==> config.mk <==
export PLATFORM = sky130hd
export DESIGN_NAME = keyed_record_table_with_sort
export DESIGN_NICKNAME = d
export VERILOG_FILES = /design/src/sv/krt_pkg.sv /design/src/sv/krt_ram.sv /design/src/sv/krt_ctrl.sv /design/src/sv/krt_datapath.sv /design/src/sv/keyed_record_table_with_sort.sv
export SDC_FILE = /design/constraint.sdc
export NUM_CORES = 2
export LEC_CHECK = 0
export BUFFER_PORTS_ARGS = -buffer_cell sky130_fd_sc_hd__buf_2
export CAP_MARGIN = 10
export CORE_MARGIN = 4
export CORE_UTILIZATION = 62
export CTS_CLUSTER_SIZE = 14
export DETAILED_ROUTE_END_ITERATION = 10
export PLACE_DENSITY = 0.89
export RECOVER_POWER = 100
export SETUP_SLACK_MARGIN = 0.02
export SLEW_MARGIN = 30
export SYNTH_ARGS = -nofsm -noshare
export SYNTH_HDL_FRONTEND = slang
export SYNTH_SLANG_ARGS = --single-unit
==> constraint.sdc <==
create_clock -name clock -period 7.95 [get_ports clock]
set_input_delay 1.59 -clock clock [delete_from_list [all_inputs] [get_ports clock]]
set_output_delay 1.59 -clock clock [all_outputs]
set_load 0.05 [all_outputs]
==> src/sv/krt_pkg.sv <==
`default_nettype none
package krt_pkg;

   localparam int KRT_DEPTH = 32;
   localparam int KRT_ID_W  = 32;
   localparam int KRT_CAT_W = 2;
   localparam int KRT_REC_W = KRT_ID_W + KRT_CAT_W;

   typedef enum logic [2:0] {
      CMD_INSERT = 3'd0,
      CMD_DELETE = 3'd1,
      CMD_LOOKUP = 3'd2,
      CMD_MODIFY = 3'd3,
      CMD_SORT   = 3'd4,
      CMD_CLEAR  = 3'd5,
      CMD_DUMP   = 3'd6
   } cmd_code_type;

   typedef enum logic [2:0] {
      RS_OK       = 3'd0,
      RS_DUP      = 3'd1,
      RS_NOTFOUND = 3'd2,
      RS_FULL     = 3'd3,
      RS_BADCAT   = 3'd4,
      RS_EMPTY    = 3'd5
   } rsp_status_type;

   typedef enum logic [1:0] {RD_J, RD_I, RD_I1} rd_sel_type;
   typedef enum logic [1:0] {WA_J, WA_I, WA_BEST} wa_sel_type;
   typedef enum logic [2:0] {WD_KEY, WD_NID, WD_RDATA, WD_BEST, WD_HOLD} wd_sel_type;
   typedef enum logic [1:0] {HS_RDATA, HS_KEY, HS_NID} hold_sel_type;
   typedef enum logic [1:0] {J_KEEP, J_CLR, J_INC, J_I1} j_op_type;
   typedef enum logic [1:0] {I_KEEP, I_CLR, I_INC, I_J} i_op_type;
   typedef enum logic [1:0] {C_KEEP, C_INC, C_DEC, C_CLR} cnt_op_type;

   // commands from controller to datapath
   typedef struct packed {
      logic           ld_req;
      rd_sel_type     rd_sel;
      logic           wr_en;
      wa_sel_type     wa_sel;
      wd_sel_type     wd_sel;
      logic           hold_ld;
      hold_sel_type   hold_sel;
      logic           best_ld_i;
      logic           best_ld_j;
      j_op_type       j_op;
      i_op_type       i_op;
      cnt_op_type     cnt_op;
      logic           out_ld;
      rsp_status_type out_status;
      logic           out_zero;
      logic           out_last;
   } ctl_type;

   // status from datapath to controller
   typedef struct packed {
      logic count_zero;
      logic full;
      logic j_end;
      logic j1_end;
      logic i_end;
      logic i1_end;
      logic match;
      logic better;
      logic best_is_i;
      logic cat_zero;
      logic out_free;
   } sts_type;

endpackage
`default_nettype wire

==> src/sv/krt_ram.sv <==
`default_nettype none
module krt_ram #(
   parameter int WIDTH = 34,
   parameter int DEPTH = 32
) (
   input  wire logic                     clock,
   input  wire logic                     we,
   input  wire logic [$clog2(DEPTH)-1:0] waddr,
   input  wire logic [WIDTH-1:0]         wdata,
   input  wire logic [$clog2(DEPTH)-1:0] raddr,
   output logic      [WIDTH-1:0]         rdata
);

   logic [WIDTH-1:0] mem_ff [DEPTH];

   // one write port, registered read
   always_ff @(posedge clock) begin
      if (we) begin
         mem_ff[waddr] <= wdata;
      end
      rdata <= mem_ff[raddr];
   end

endmodule
`default_nettype wire

==> src/sv/krt_ctrl.sv <==
`default_nettype none
module krt_ctrl
   import krt_pkg::*;
(
   input  wire logic       clock,
   input  wire logic       reset,
   input  wire logic       req_valid,
   input  wire logic [2:0] req_cmd,
   output logic            req_stall,
   input  wire sts_type    sts,
   output ctl_type         ctl
);

   typedef enum logic [4:0] {
      ST_IDLE, ST_FIND_RD, ST_FIND_CHK, ST_INS_WR, ST_MOD_WR, ST_DEL_RD, ST_DEL_WR,
      ST_SRT_OUT, ST_SRT_LD, ST_SRT_RD, ST_SRT_CHK, ST_SRT_SW1, ST_SRT_SW2,
      ST_DMP_RD, ST_DMP_LD, ST_DMP_NEXT, ST_EMIT
   } state_type;

   state_type      state_ff, state_in;
   cmd_code_type   cmd_ff, cmd_in;
   rsp_status_type st_ff, st_in;
   logic           zero_ff, zero_in;
   logic           last_ff, last_in;

   assign req_stall = (state_ff != ST_IDLE);

   // next state and datapath commands
   always_comb begin
      state_in = state_ff;
      cmd_in   = cmd_ff;
      st_in    = st_ff;
      zero_in  = zero_ff;
      last_in  = last_ff;

      ctl.ld_req     = 1'b0;
      ctl.rd_sel     = RD_J;
      ctl.wr_en      = 1'b0;
      ctl.wa_sel     = WA_J;
      ctl.wd_sel     = WD_KEY;
      ctl.hold_ld    = 1'b0;
      ctl.hold_sel   = HS_RDATA;
      ctl.best_ld_i  = 1'b0;
      ctl.best_ld_j  = 1'b0;
      ctl.j_op       = J_KEEP;
      ctl.i_op       = I_KEEP;
      ctl.cnt_op     = C_KEEP;
      ctl.out_ld     = 1'b0;
      ctl.out_status = st_ff;
      ctl.out_zero   = zero_ff;
      ctl.out_last   = last_ff;

      unique case (state_ff)
         ST_IDLE: begin
            if (req_valid) begin
               ctl.ld_req = 1'b1;
               ctl.j_op   = J_CLR;
               ctl.i_op   = I_CLR;
               cmd_in     = cmd_code_type'(req_cmd);
               last_in    = 1'b1;
               zero_in    = 1'b1;
               st_in      = RS_EMPTY;
               unique case (cmd_code_type'(req_cmd))
                  CMD_INSERT: state_in = ST_FIND_RD;
                  CMD_DELETE, CMD_LOOKUP, CMD_MODIFY:
                     state_in = sts.count_zero ? ST_EMIT : ST_FIND_RD;
                  CMD_SORT:   state_in = sts.count_zero ? ST_EMIT : ST_SRT_OUT;
                  CMD_CLEAR: begin
                     ctl.cnt_op = C_CLR;
                     st_in      = RS_OK;
                     state_in   = ST_EMIT;
                  end
                  CMD_DUMP:   state_in = sts.count_zero ? ST_EMIT : ST_DMP_RD;
                  default:    state_in = ST_IDLE;
               endcase
            end
         end
         // linear search for the key
         ST_FIND_RD: begin
            ctl.rd_sel = RD_J;
            if (sts.j_end) begin
               zero_in  = 1'b1;
               state_in = ST_EMIT;
               if (cmd_ff == CMD_INSERT) begin
                  if (sts.cat_zero) begin
                     st_in = RS_BADCAT;
                  end else if (sts.full) begin
                     st_in = RS_FULL;
                  end else begin
                     state_in = ST_INS_WR;
                  end
               end else begin
                  st_in = RS_NOTFOUND;
               end
            end else begin
               state_in = ST_FIND_CHK;
            end
         end
         ST_FIND_CHK: begin
            if (sts.match) begin
               ctl.hold_ld  = 1'b1;
               ctl.hold_sel = HS_RDATA;
               zero_in      = 1'b0;
               st_in        = RS_OK;
               state_in     = ST_EMIT;
               unique case (cmd_ff)
                  CMD_INSERT: st_in = RS_DUP;
                  CMD_DELETE: begin
                     ctl.i_op = I_J;
                     state_in = ST_DEL_RD;
                  end
                  CMD_MODIFY: begin
                     if (sts.cat_zero) begin
                        st_in = RS_BADCAT;
                     end else begin
                        state_in = ST_MOD_WR;
                     end
                  end
                  default: st_in = RS_OK;
               endcase
            end else begin
               ctl.j_op = J_INC;
               state_in = ST_FIND_RD;
            end
         end
         // append at the end of the table
         ST_INS_WR: begin
            ctl.wr_en    = 1'b1;
            ctl.wa_sel   = WA_J;
            ctl.wd_sel   = WD_KEY;
            ctl.hold_ld  = 1'b1;
            ctl.hold_sel = HS_KEY;
            ctl.cnt_op   = C_INC;
            st_in        = RS_OK;
            zero_in      = 1'b0;
            state_in     = ST_EMIT;
         end
         ST_MOD_WR: begin
            ctl.wr_en    = 1'b1;
            ctl.wa_sel   = WA_J;
            ctl.wd_sel   = WD_NID;
            ctl.hold_ld  = 1'b1;
            ctl.hold_sel = HS_NID;
            state_in     = ST_EMIT;
         end
         // shift later entries down by one
         ST_DEL_RD: begin
            ctl.rd_sel = RD_I1;
            if (sts.i1_end) begin
               ctl.cnt_op = C_DEC;
               state_in   = ST_EMIT;
            end else begin
               state_in = ST_DEL_WR;
            end
         end
         ST_DEL_WR: begin
            ctl.wr_en  = 1'b1;
            ctl.wa_sel = WA_I;
            ctl.wd_sel = WD_RDATA;
            ctl.i_op   = I_INC;
            state_in   = ST_DEL_RD;
         end
         // selection sort, outer pass
         ST_SRT_OUT: begin
            ctl.rd_sel = RD_I;
            if (sts.i_end) begin
               st_in    = RS_OK;
               zero_in  = 1'b1;
               state_in = ST_EMIT;
            end else begin
               state_in = ST_SRT_LD;
            end
         end
         ST_SRT_LD: begin
            ctl.hold_ld   = 1'b1;
            ctl.hold_sel  = HS_RDATA;
            ctl.best_ld_i = 1'b1;
            ctl.j_op      = J_I1;
            state_in      = ST_SRT_RD;
         end
         ST_SRT_RD: begin
            ctl.rd_sel = RD_J;
            state_in   = sts.j_end ? ST_SRT_SW1 : ST_SRT_CHK;
         end
         ST_SRT_CHK: begin
            ctl.best_ld_j = sts.better;
            ctl.j_op      = J_INC;
            state_in      = ST_SRT_RD;
         end
         ST_SRT_SW1: begin
            if (sts.best_is_i) begin
               ctl.i_op = I_INC;
               state_in = ST_SRT_OUT;
            end else begin
               ctl.wr_en  = 1'b1;
               ctl.wa_sel = WA_I;
               ctl.wd_sel = WD_BEST;
               state_in   = ST_SRT_SW2;
            end
         end
         ST_SRT_SW2: begin
            ctl.wr_en  = 1'b1;
            ctl.wa_sel = WA_BEST;
            ctl.wd_sel = WD_HOLD;
            ctl.i_op   = I_INC;
            state_in   = ST_SRT_OUT;
         end
         // dump walk
         ST_DMP_RD: begin
            ctl.rd_sel = RD_J;
            state_in   = ST_DMP_LD;
         end
         ST_DMP_LD: begin
            ctl.hold_ld  = 1'b1;
            ctl.hold_sel = HS_RDATA;
            st_in        = RS_OK;
            zero_in      = 1'b0;
            last_in      = sts.j1_end;
            state_in     = ST_EMIT;
         end
         ST_DMP_NEXT: begin
            ctl.j_op = J_INC;
            state_in = ST_DMP_RD;
         end
         // hand one beat to the output register
         ST_EMIT: begin
            if (sts.out_free) begin
               ctl.out_ld = 1'b1;
               state_in   = last_ff ? ST_IDLE : ST_DMP_NEXT;
            end
         end
         default: state_in = ST_IDLE;
      endcase
   end

   always_ff @(posedge clock) begin
      if (reset) begin
         state_ff <= ST_IDLE;
         cmd_ff   <= CMD_INSERT;
         st_ff    <= RS_OK;
         zero_ff  <= 1'b1;
         last_ff  <= 1'b1;
      end else begin
         state_ff <= state_in;
         cmd_ff   <= cmd_in;
         st_ff    <= st_in;
         zero_ff  <= zero_in;
         last_ff  <= last_in;
      end
   end

endmodule
`default_nettype wire

==> src/sv/krt_datapath.sv <==
`default_nettype none
module krt_datapath
   import krt_pkg::*;
#(
   parameter int TABLE_DEPTH = KRT_DEPTH
) (
   input  wire logic        clock,
   input  wire logic        reset,
   input  wire logic [31:0] req_key_id,
   input  wire logic [31:0] req_new_id,
   input  wire logic [1:0]  req_category,
   input  wire logic        req_descending,
   input  wire ctl_type     ctl,
   output sts_type          sts,
   output logic             rsp_valid,
   input  wire logic        rsp_stall,
   output logic [2:0]       rsp_status,
   output logic [4:0]       rsp_position,
   output logic [31:0]      rsp_rec_id,
   output logic [1:0]       rsp_rec_category,
   output logic [5:0]       rsp_count,
   output logic             rsp_last
);

   localparam int IW = $clog2(TABLE_DEPTH);
   localparam int CW = $clog2(TABLE_DEPTH + 1);
   localparam logic [CW-1:0] FULL_COUNT = CW'(TABLE_DEPTH);

   logic [31:0]          key_ff, nid_ff;
   logic [1:0]           cat_ff;
   logic                 desc_ff;
   logic [CW-1:0]        count_ff, j_ff, i_ff;
   logic [IW-1:0]        best_ff;
   logic [KRT_REC_W-1:0] best_rec_ff, hold_ff, rdata, wdata, hold_in;
   logic [IW-1:0]        raddr, waddr;
   logic [CW:0]          i1, j1;
   logic                 rsp_valid_ff;
   logic [2:0]           out_status_ff;
   logic [4:0]           out_pos_ff;
   logic [KRT_REC_W-1:0] out_rec_ff;
   logic [5:0]           out_count_ff;
   logic                 out_last_ff;
   logic [IW+4:0]        pos_wide;
   logic [CW+5:0]        cnt_wide;
   logic                 out_free;

   assign i1 = {1'b0, i_ff} + 1'b1;
   assign j1 = {1'b0, j_ff} + 1'b1;

   // address and data selection
   always_comb begin
      unique case (ctl.rd_sel)
         RD_J:    raddr = j_ff[IW-1:0];
         RD_I:    raddr = i_ff[IW-1:0];
         RD_I1:   raddr = i1[IW-1:0];
         default: raddr = j_ff[IW-1:0];
      endcase
      unique case (ctl.wa_sel)
         WA_J:    waddr = j_ff[IW-1:0];
         WA_I:    waddr = i_ff[IW-1:0];
         WA_BEST: waddr = best_ff;
         default: waddr = j_ff[IW-1:0];
      endcase
      unique case (ctl.wd_sel)
         WD_KEY:   wdata = {key_ff, cat_ff};
         WD_NID:   wdata = {nid_ff, cat_ff};
         WD_RDATA: wdata = rdata;
         WD_BEST:  wdata = best_rec_ff;
         WD_HOLD:  wdata = hold_ff;
         default:  wdata = rdata;
      endcase
      unique case (ctl.hold_sel)
         HS_RDATA: hold_in = rdata;
         HS_KEY:   hold_in = {key_ff, cat_ff};
         HS_NID:   hold_in = {nid_ff, cat_ff};
         default:  hold_in = rdata;
      endcase
   end

   krt_ram #(
      .WIDTH(KRT_REC_W),
      .DEPTH(TABLE_DEPTH)
   ) u_ram (
      .clock(clock),
      .we   (ctl.wr_en),
      .waddr(waddr),
      .wdata(wdata),
      .raddr(raddr),
      .rdata(rdata)
   );

   // status back to the controller
   assign out_free = !rsp_valid_ff || !rsp_stall;
   always_comb begin
      sts.count_zero = (count_ff == '0);
      sts.full       = (count_ff == FULL_COUNT);
      sts.j_end      = (j_ff == count_ff);
      sts.j1_end     = (j1 >= {1'b0, count_ff});
      sts.i_end      = (i_ff == count_ff);
      sts.i1_end     = (i1 >= {1'b0, count_ff});
      sts.match      = (rdata[KRT_REC_W-1:KRT_CAT_W] == key_ff);
      sts.better     = desc_ff
         ? ($signed(best_rec_ff[KRT_REC_W-1:KRT_CAT_W]) < $signed(rdata[KRT_REC_W-1:KRT_CAT_W]))
         : ($signed(best_rec_ff[KRT_REC_W-1:KRT_CAT_W]) > $signed(rdata[KRT_REC_W-1:KRT_CAT_W]));
      sts.best_is_i  = (best_ff == i_ff[IW-1:0]);
      sts.cat_zero   = (cat_ff == '0);
      sts.out_free   = out_free;
   end

   // request fields and working registers
   always_ff @(posedge clock) begin
      if (ctl.ld_req) begin
         key_ff  <= req_key_id;
         nid_ff  <= req_new_id;
         cat_ff  <= req_category;
         desc_ff <= req_descending;
      end
      if (ctl.hold_ld) begin
         hold_ff <= hold_in;
      end
      if (ctl.best_ld_i) begin
         best_ff     <= i_ff[IW-1:0];
         best_rec_ff <= rdata;
      end else if (ctl.best_ld_j) begin
         best_ff     <= j_ff[IW-1:0];
         best_rec_ff <= rdata;
      end
      unique case (ctl.j_op)
         J_CLR:   j_ff <= '0;
         J_INC:   j_ff <= j1[CW-1:0];
         J_I1:    j_ff <= i1[CW-1:0];
         default: j_ff <= j_ff;
      endcase
      unique case (ctl.i_op)
         I_CLR:   i_ff <= '0;
         I_INC:   i_ff <= i1[CW-1:0];
         I_J:     i_ff <= j_ff;
         default: i_ff <= i_ff;
      endcase
   end

   // record count
   always_ff @(posedge clock) begin
      if (reset) begin
         count_ff <= '0;
      end else begin
         unique case (ctl.cnt_op)
            C_INC:   count_ff <= count_ff + 1'b1;
            C_DEC:   count_ff <= count_ff - 1'b1;
            C_CLR:   count_ff <= '0;
            default: count_ff <= count_ff;
         endcase
      end
   end

   // output register
   assign pos_wide = {5'd0, j_ff[IW-1:0]};
   assign cnt_wide = {6'd0, count_ff};

   always_ff @(posedge clock) begin
      if (reset) begin
         rsp_valid_ff <= 1'b0;
      end else if (ctl.out_ld) begin
         rsp_valid_ff <= 1'b1;
      end else if (!rsp_stall) begin
         rsp_valid_ff <= 1'b0;
      end
   end

   always_ff @(posedge clock) begin
      if (ctl.out_ld) begin
         out_status_ff <= ctl.out_status;
         out_pos_ff    <= ctl.out_zero ? 5'd0 : pos_wide[4:0];
         out_rec_ff    <= ctl.out_zero ? '0 : hold_ff;
         out_count_ff  <= cnt_wide[5:0];
         out_last_ff   <= ctl.out_last;
      end
   end

   assign rsp_valid        = rsp_valid_ff;
   assign rsp_status       = out_status_ff;
   assign rsp_position     = out_pos_ff;
   assign rsp_rec_id       = out_rec_ff[KRT_REC_W-1:KRT_CAT_W];
   assign rsp_rec_category = out_rec_ff[KRT_CAT_W-1:0];
   assign rsp_count        = out_count_ff;
   assign rsp_last         = out_last_ff;

endmodule
`default_nettype wire

==> src/sv/keyed_record_table_with_sort.sv <==
// channel   direction  handshake           payload
// req       in         req_valid/req_stall cmd, key_id, new_id, category, descending
// rsp       out        rsp_valid/rsp_stall status, position, rec_id, rec_category, count, last
//
// each table entry visited takes a read state and then a check, write or load
// state on the record ram, which has one write port and a registered read port;
// dump also waits on the output, and sort runs the compare loop of the selection.
// reset is synchronous and empties the table; the ram itself is not cleared.
// req_stall is high while a command runs; a stalled rsp beat holds the walk.
`default_nettype none
module keyed_record_table_with_sort
   import krt_pkg::*;
#(
   parameter int TABLE_DEPTH = KRT_DEPTH
) (
   input  wire logic        clock,
   input  wire logic        reset,
   input  wire logic        req_valid,
   output logic             req_stall,
   input  wire logic [2:0]  req_cmd,
   input  wire logic [31:0] req_key_id,
   input  wire logic [31:0] req_new_id,
   input  wire logic [1:0]  req_category,
   input  wire logic        req_descending,
   output logic             rsp_valid,
   input  wire logic        rsp_stall,
   output logic [2:0]       rsp_status,
   output logic [4:0]       rsp_position,
   output logic [31:0]      rsp_rec_id,
   output logic [1:0]       rsp_rec_category,
   output logic [5:0]       rsp_count,
   output logic             rsp_last
);

   ctl_type ctl;
   sts_type sts;

   krt_ctrl u_ctrl (
      .clock    (clock),
      .reset    (reset),
      .req_valid(req_valid),
      .req_cmd  (req_cmd),
      .req_stall(req_stall),
      .sts      (sts),
      .ctl      (ctl)
   );

   krt_datapath #(
      .TABLE_DEPTH(TABLE_DEPTH)
   ) u_datapath (
      .clock           (clock),
      .reset           (reset),
      .req_key_id      (req_key_id),
      .req_new_id      (req_new_id),
      .req_category    (req_category),
      .req_descending  (req_descending),
      .ctl             (ctl),
      .sts             (sts),
      .rsp_valid       (rsp_valid),
      .rsp_stall       (rsp_stall),
      .rsp_status      (rsp_status),
      .rsp_position    (rsp_position),
      .rsp_rec_id      (rsp_rec_id),
      .rsp_rec_category(rsp_rec_category),
      .rsp_count       (rsp_count),
      .rsp_last        (rsp_last)
   );

endmodule
`default_nettype wire

Word level (Yosys, flattened, before mapping)
Memory sizes are Yosys's and may differ from the RTL's. A register that Yosys moved wholly into a read port is not among the register bits.
Cells that the tools add are included.

storage, ports and cells
  register bits = 221
  memory bits (writable) = 1088
  logic and storage cells = 185
  memories kept = 1

operators by class
  $add $sub $neg = 4
  order comparisons = 4
  equal/unequal tests = 54
  multiplexer cells = 73
  reductions and logical operators = 28

memory list
  memory                   depth  bits a word  rd ports  clocked after Yosys merged registers in  write ports  line           source
  u_datapath.u_ram.mem_ff  32     34           1         1                                        1            krt_ram.sv:14  logic [WIDTH-1:0] mem_ff [DEPTH];

operator list
  kind                   count
  $pmux W34 S4           1
  $mux W5                16
  $pmux W5 S14           1
  $mux W34               2
  $pmux W34 S2           1
  $pmux W6 S3            3
  $eq A5 B4 Y1 const B   8
  $eq A32 B32 Y1         1
  $gt A32 B32 Y1         1
  $lt A32 B32 Y1         1
  $mux W3                10
  $pmux W5 S2            3
  $pmux W6 S5            1
  $pmux W5 S5            1
  $eq A5 B3 Y1 const B   4
  $eq A2 B2 Y1 const B   9
  $mux W1                16
  $pmux W2 S4            2
  $pmux W3 S5            1
  $add A6 B1 Y7 const B  2
  $ge A7 B6 Y1           2
  $eq A2 B1 Y1 const B   6
  $eq A3 B2 Y1 const B   4
  $eq A3 B3 Y1 const B   4
  35 further kinds       63

Longest topological paths before layout
  depth in word-level cells = 6
  gate-level depth with buffers = 17
  gate-level depth less buffers = 16

By module
A second synthesis with hierarchy kept.

unflattened totals
  cells, all modules = 3563
  area total of the unflattened synthesis = 55510.7 um^2

by module, submodules not included
  module        times used  cells each  area an instance (um^2)  sequential area each (um^2)
  krt_ram       1           2399        43107.6                  33352.0
  krt_datapath  1           973         11146.9                  6175.9
  krt_ctrl      1           191         1256.2                   260.2

Worst setup path before layout
Ideal clock, no wire load.

  path kind = register to register
  from = register u_datapath.u_ram.rdata[31], read port of u_datapath.u_ram.mem_ff
  to = register u_datapath.best_ff[0], enable pin
  library setup time = 0.544 ns
  arrival time = 5.665 ns
  data required time = 7.406 ns
  path slack = 1.741 ns
  cell stages (with the launch flop) = 10
  buffers on the path = 0
  cell sequence = dfxtp_1 > inv_1 > ha_1 > a21o_1 > a21o_1 > a221oi_1 > o21ai_0 > a21oi_1 > xnor2_1 > o41ai_1

between the ends
  longest elaborated chain between the ends = 4
  elaborated cells between the ends (all ways) = 5

RTL lines
  item                                                     line                                      source
  start, declared                                          krt_ram.sv:11                             output logic [WIDTH-1:0] rdata
  $gt A32 B32 Y1 / $lt A32 B32 Y1 (equally long branches)  krt_datapath.sv:104, krt_datapath.sv:103
  $mux W1 (*)                                              krt_datapath.sv:103                       ? ($signed(best_rec_ff[KRT_REC_W-1:KRT_CAT_W]) < $signed(rdata[KRT_REC_W-1:KRT_CAT_W]))
  $mux W1 (*)                                              krt_ctrl.sv:53                            unique case (state_ff)
  $reduce_bool A2 Y1 (no line) (*)                         n/a
  end signal, assigned                                     krt_datapath.sv:122                       best_ff <= i_ff[IW-1:0];
  end signal, assigned                                     krt_datapath.sv:125                       best_ff <= j_ff[IW-1:0];
  end, declared                                            krt_datapath.sv:33                        logic [IW-1:0] best_ff;

Mark *: on every way between the ends. The rest lies on a longest branch, timed or not.
A chain may end at the register's enable or synchronous reset.

Worst setup path in the final report
  from = register u_ctrl.state_ff[2]
  to = memory u_datapath.u_ram.mem_ff[17][31], enable pin

between the ends
  longest elaborated chain between the ends = 4
  elaborated cells between the ends (all ways) = 11

RTL lines
  item                                           line                               source
  start, declared                                krt_ctrl.sv:20                     state_type state_ff, state_in;
  start signal, assigned                         krt_ctrl.sv:244                    state_ff <= state_in;
  $eq A5 B4 Y1 (tied with other cells)           krt_ctrl.sv:53
  $pmux W6 S5 (*)                                krt_ctrl.sv:53
  $eq A2 B2 Y1 (tied with other cells)           krt_datapath.sv:58                 unique case (ctl.wa_sel)
  $pmux W5 S2 / $mux W1 (equally long branches)  krt_datapath.sv:58, krt_ram.sv:19
  end, declared                                  krt_ram.sv:14

Marked as above.

==> results.txt <==
For the number of top-level pins, the log shows 125. The tools report the data required time at the worst endpoint as 8.31 ns. TritonCTS built the clock tree. Before antenna repair, the detailed router went through 9 iterations.

The most used flip-flop cell after synthesis is sky130_fd_sc_hd__edfxtp_1. The number of setup buffers added after CTS was 0; the initial antenna violation count was 2. The run gives 0 as the hold violation total from the final report. On the final layout, the worst clock skew is 0.03085 ns. The biggest area contributor in the post-synthesis netlist is sky130_fd_sc_hd__edfxtp_1. The worst setup path is launched from a register. For the number of violations reported at the end of detailed-routing iteration 0, the log shows 6,384. The run gives 54,370 µm² as the post-synthesis cell area. sky130_fd_sc_hd__edfxtp_1 is the most common cell in the netlist. The flow ran to the end, but the final reports show violations. Across the run, the number of max-cap violations was 46. In this run, post-CTS repair resized a total of 0 instances.

Once detailed placement completed, the half-perimeter wirelength came to 84.23 mm. The final core area utilization was 0.6939. The total track usage was 0.3189. The via count of the first global-routing pass is 35,570, and the post-detailed-route via-to-cell ratio is 7.064. In this run the horizontal extent of the chip is 304.1 µm. The actual transition at the worst max-transition pin was 4.107 ns; the combined flip-flop and latch cell area was 39,790 µm². The clock transition at the register clock pins on the worst setup and hold paths after CTS is 0.06 ns, and the number of warnings printed during yosys synthesis is 0. The number of clock buffers inserted by TritonCTS came out at 119. At the end of routability-driven placement, the weighted congestion stood at 0.9266. The number of nets in the synthesized netlist is 3,835. The number of max-slew violations in the final report was 1,465; the number of buffer cells added on primary ports was 124. The count of flip-flops with a built-in enable after synthesis is 1,289, and the number of sinks on the clock net is 1,343.

For this run, the top clock speed supported by timing is 0.1463 GHz. Average wire per standard cell: 29.87 µm. The logs give 152.0 mm for the routed wire length and 0 for the number of failing setup endpoints in the final timing report.

The level count of the clock H-tree came out at 3. The relative slew slack came out at -1.738. The worst slack at placement was 2.380 ns; the share of layout cells above drive strength 1 was 0.09428. The period utilization is 0.8598. The logs give 0.2977 mV for the worst ir drop on vdd and 0 for the number of nets with antenna violations after routing. Sorting the synthesized cells by how often they occur yields sky130_fd_sc_hd__edfxtp_1 (1,289), sky130_fd_sc_hd__nand2_1 (520), sky130_fd_sc_hd__mux2i_1 (281). The clock period minus worst slack works out to 6.835 ns. The fraction of synthesized cell area taken by the top area cell type came out at 0.7119.

Setup repair after global routing left no endpoint under its margin. The tools report the core footprint as 86,890 µm². Ranked by total cell area, the synthesized netlist is headed by sky130_fd_sc_hd__edfxtp_1 (71%), sky130_fd_sc_hd__mux2i_1 (5.2%), sky130_fd_sc_hd__nand2_1 (3.6%). The effective utilization at floorplan was 0.6258; the vias after detailed routing was 35,960. After clock tree synthesis, the flow added hold-fix buffers numbering 0. Classification of the worst setup path: register to register. The run gives 3,963 as the final net count. The number of different library cells used by synthesis comes to 70. The total die area came out at 92,500 µm². The filler cells instantiated in the layout total 4,901. In this run the mean area of a mapped cell was 14.67 µm². In the synthesized netlist, the number of instances is 3,706. Entering global routing, the biggest net connects 126 pins.

The final reports fail on capacitance limit, slew limit. In the routed design, unresolved DRC markers number 0. Summing all multi-input logic gate instances after layout gives 13,620 µm². For this design the ratio of total power to cell area is 257.7 nW/µm².

Row generation in the floorplan step produced 108 rows. CTS placed an instance of sky130_fd_sc_hd__clkbuf_16 at the clock tree root. The first global-routing pass estimated 223.3 mm of wire. The class of the tightest hold or removal check is register to register.

The largest fanout of any net on the critical path was 37; the synthesized flop and latch total was 1,343. The fraction of synthesis flops using an asynchronous set or reset pin was 0. The tools report the critical path data arrival time as 7.20 ns. The portion of the post-synthesis area used by sequential elements was 0.7318. The die height came out at 304.1 µm. The total negative slack for setup checks was 0 ns; the number of diodes was 0. For the clock network latency to the later pin of the worst-skew pair, the log shows 0.71 ns.

The total overflow left after global routing is 0. The deepest clock path buffer count is 3. The worst setup path is captured at a register.

Leakage dissipation: 0.02042 µW. Worst setup margin: 1.115 ns. The area growth from synthesis to layout is 10.89%.
layout by cell type, fill, tap and decap left out, types with 40 or more instances in the layout:
| cell type | instances |
|---|---|
| sky130_fd_sc_hd__nor2_1 | 61 |
| sky130_fd_sc_hd__a22oi_1 | 40 |
| sky130_fd_sc_hd__buf_2 | 57 |
| sky130_fd_sc_hd__and3_1 | 74 |
| sky130_fd_sc_hd__nand3_1 | 128 |
| sky130_fd_sc_hd__nor2b_1 | 42 |
| sky130_fd_sc_hd__edfxtp_1 | 1289 |
| sky130_fd_sc_hd__xnor2_1 | 43 |
| sky130_fd_sc_hd__a211oi_1 | 138 |
| sky130_fd_sc_hd__a31oi_1 | 40 |
| sky130_fd_sc_hd__ha_1 | 54 |
| sky130_fd_sc_hd__nand2_1 | 520 |
| sky130_fd_sc_hd__mux2i_1 | 282 |
| sky130_fd_sc_hd__dfxtp_1 | 54 |
| sky130_fd_sc_hd__clkbuf_1 | 143 |
| sky130_fd_sc_hd__clkbuf_16 | 120 |
| sky130_fd_sc_hd__o22ai_1 | 113 |
| sky130_fd_sc_hd__nor4_1 | 70 |
| sky130_fd_sc_hd__a21oi_1 | 172 |
| sky130_fd_sc_hd__inv_1 | 60 |
| sky130_fd_sc_hd__buf_4 | 54 |
final cells by class:
cell class | count | share of cell area
well taps | 1155 | 0.02397
clock inverters | 48 | 0.008467
inverters | 61 | 0.003798
flip-flops and latches | 1343 | 0.6599
clock buffers | 174 | 0.05682
repair buffers | 232 | 0.02117
multi-input cells | 2077 | 0.2258
critical path, stage by stage (launching register included):
cell and delay (ns):
sky130_fd_sc_hd__dfxtp_1 0.65, sky130_fd_sc_hd__nor2b_1 0.45, sky130_fd_sc_hd__nand3_1 0.27, sky130_fd_sc_hd__inv_1 1.07, sky130_fd_sc_hd__ha_1 0.42, sky130_fd_sc_hd__a22oi_1 0.14, sky130_fd_sc_hd__o21ai_0 0.53, sky130_fd_sc_hd__nand3_1 0.43
sky130_fd_sc_hd__nor2_1 1.97, sky130_fd_sc_hd__buf_4 0.57
flip-flops by register name, summed over array words and instances (netlist names), 6 cells and up:
| signal | count |
|---|---|
| u_datapath.best_rec_ff | 34 |
| u_datapath.count_ff | 6 |
| u_datapath.hold_ff | 34 |
| u_datapath.i_ff | 6 |
| u_datapath.j_ff | 6 |
| u_datapath.key_ff | 32 |
| u_datapath.nid_ff | 32 |
| u_datapath.out_rec_ff | 34 |
| u_datapath.rsp_count | 6 |
| u_datapath.u_ram.mem_ff | 1088 |
| u_datapath.u_ram.rdata | 34 |
path summary, 6_finish.rpt:
kind	startpoint	to	slack [ns]	cells past startpoint
setup / recovery	u_ctrl.state_ff[2]	u_datapath.u_ram.mem_ff[17][31]	1.11	9
hold / removal	u_ctrl.st_ff[2]	u_datapath.rsp_status[2]	0.45	0
setup reg to reg	u_ctrl.state_ff[2]	u_datapath.u_ram.mem_ff[17][31]	1.11	9
hold reg to reg	u_ctrl.st_ff[2]	u_datapath.rsp_status[2]	0.45	0
logic make-up (layout without fill, tap and decap cells):
| kind of cell | after synthesis | count (layout) | synth area share |
|---|---|---|---|
| DFF | 1343 | 1343 | 0.7318 |
| and+or+nand+nor | 996 | 996 | 0.08507 |
| AOI/OAI and AO/OA | 673 | 673 | 0.08174 |
| muxes | 290 | 290 | 0.05380 |
| buffers and inverters | 286 | 515 | 0.02432 |
| xor gates and xnor gates | 63 | 63 | 0.01049 |
| adders and majority gates | 55 | 55 | 0.01279 |
per-layer routing:
metal	track usage	vias up	routed length [µm]
li1	-	14520	-
met1	0.4081	17140	48650
met2	0.5055	3605	71410
met3	0.08783	689	23580
met4	0.1634	4	8351
met5	0	-	26
through the flow:
stage	power, µW	hold slack (ns)	cells	instance area [µm²]
2_1_floorplan	9171	0.4079	3706	54370
3_3_place_gp	9663	0.4268	4862	56640
4_1_cts	15440	0.4479	5087	60750
3_5_place_dp	9740	0.4328	4865	56810
6_report	15540	0.4514	5090	60290
5_1_grt	15910	0.4737	5090	60290
power by group:
group          total [µW]  internal, µW  switching [µW]  leakage (µW)
Sequential           8210          8000             203        0.0121
Combinational        1500           417            1080       0.00638
Clock                5830          3280            2560       0.00193
Note: power is estimated with default switching activity, not from simulation.
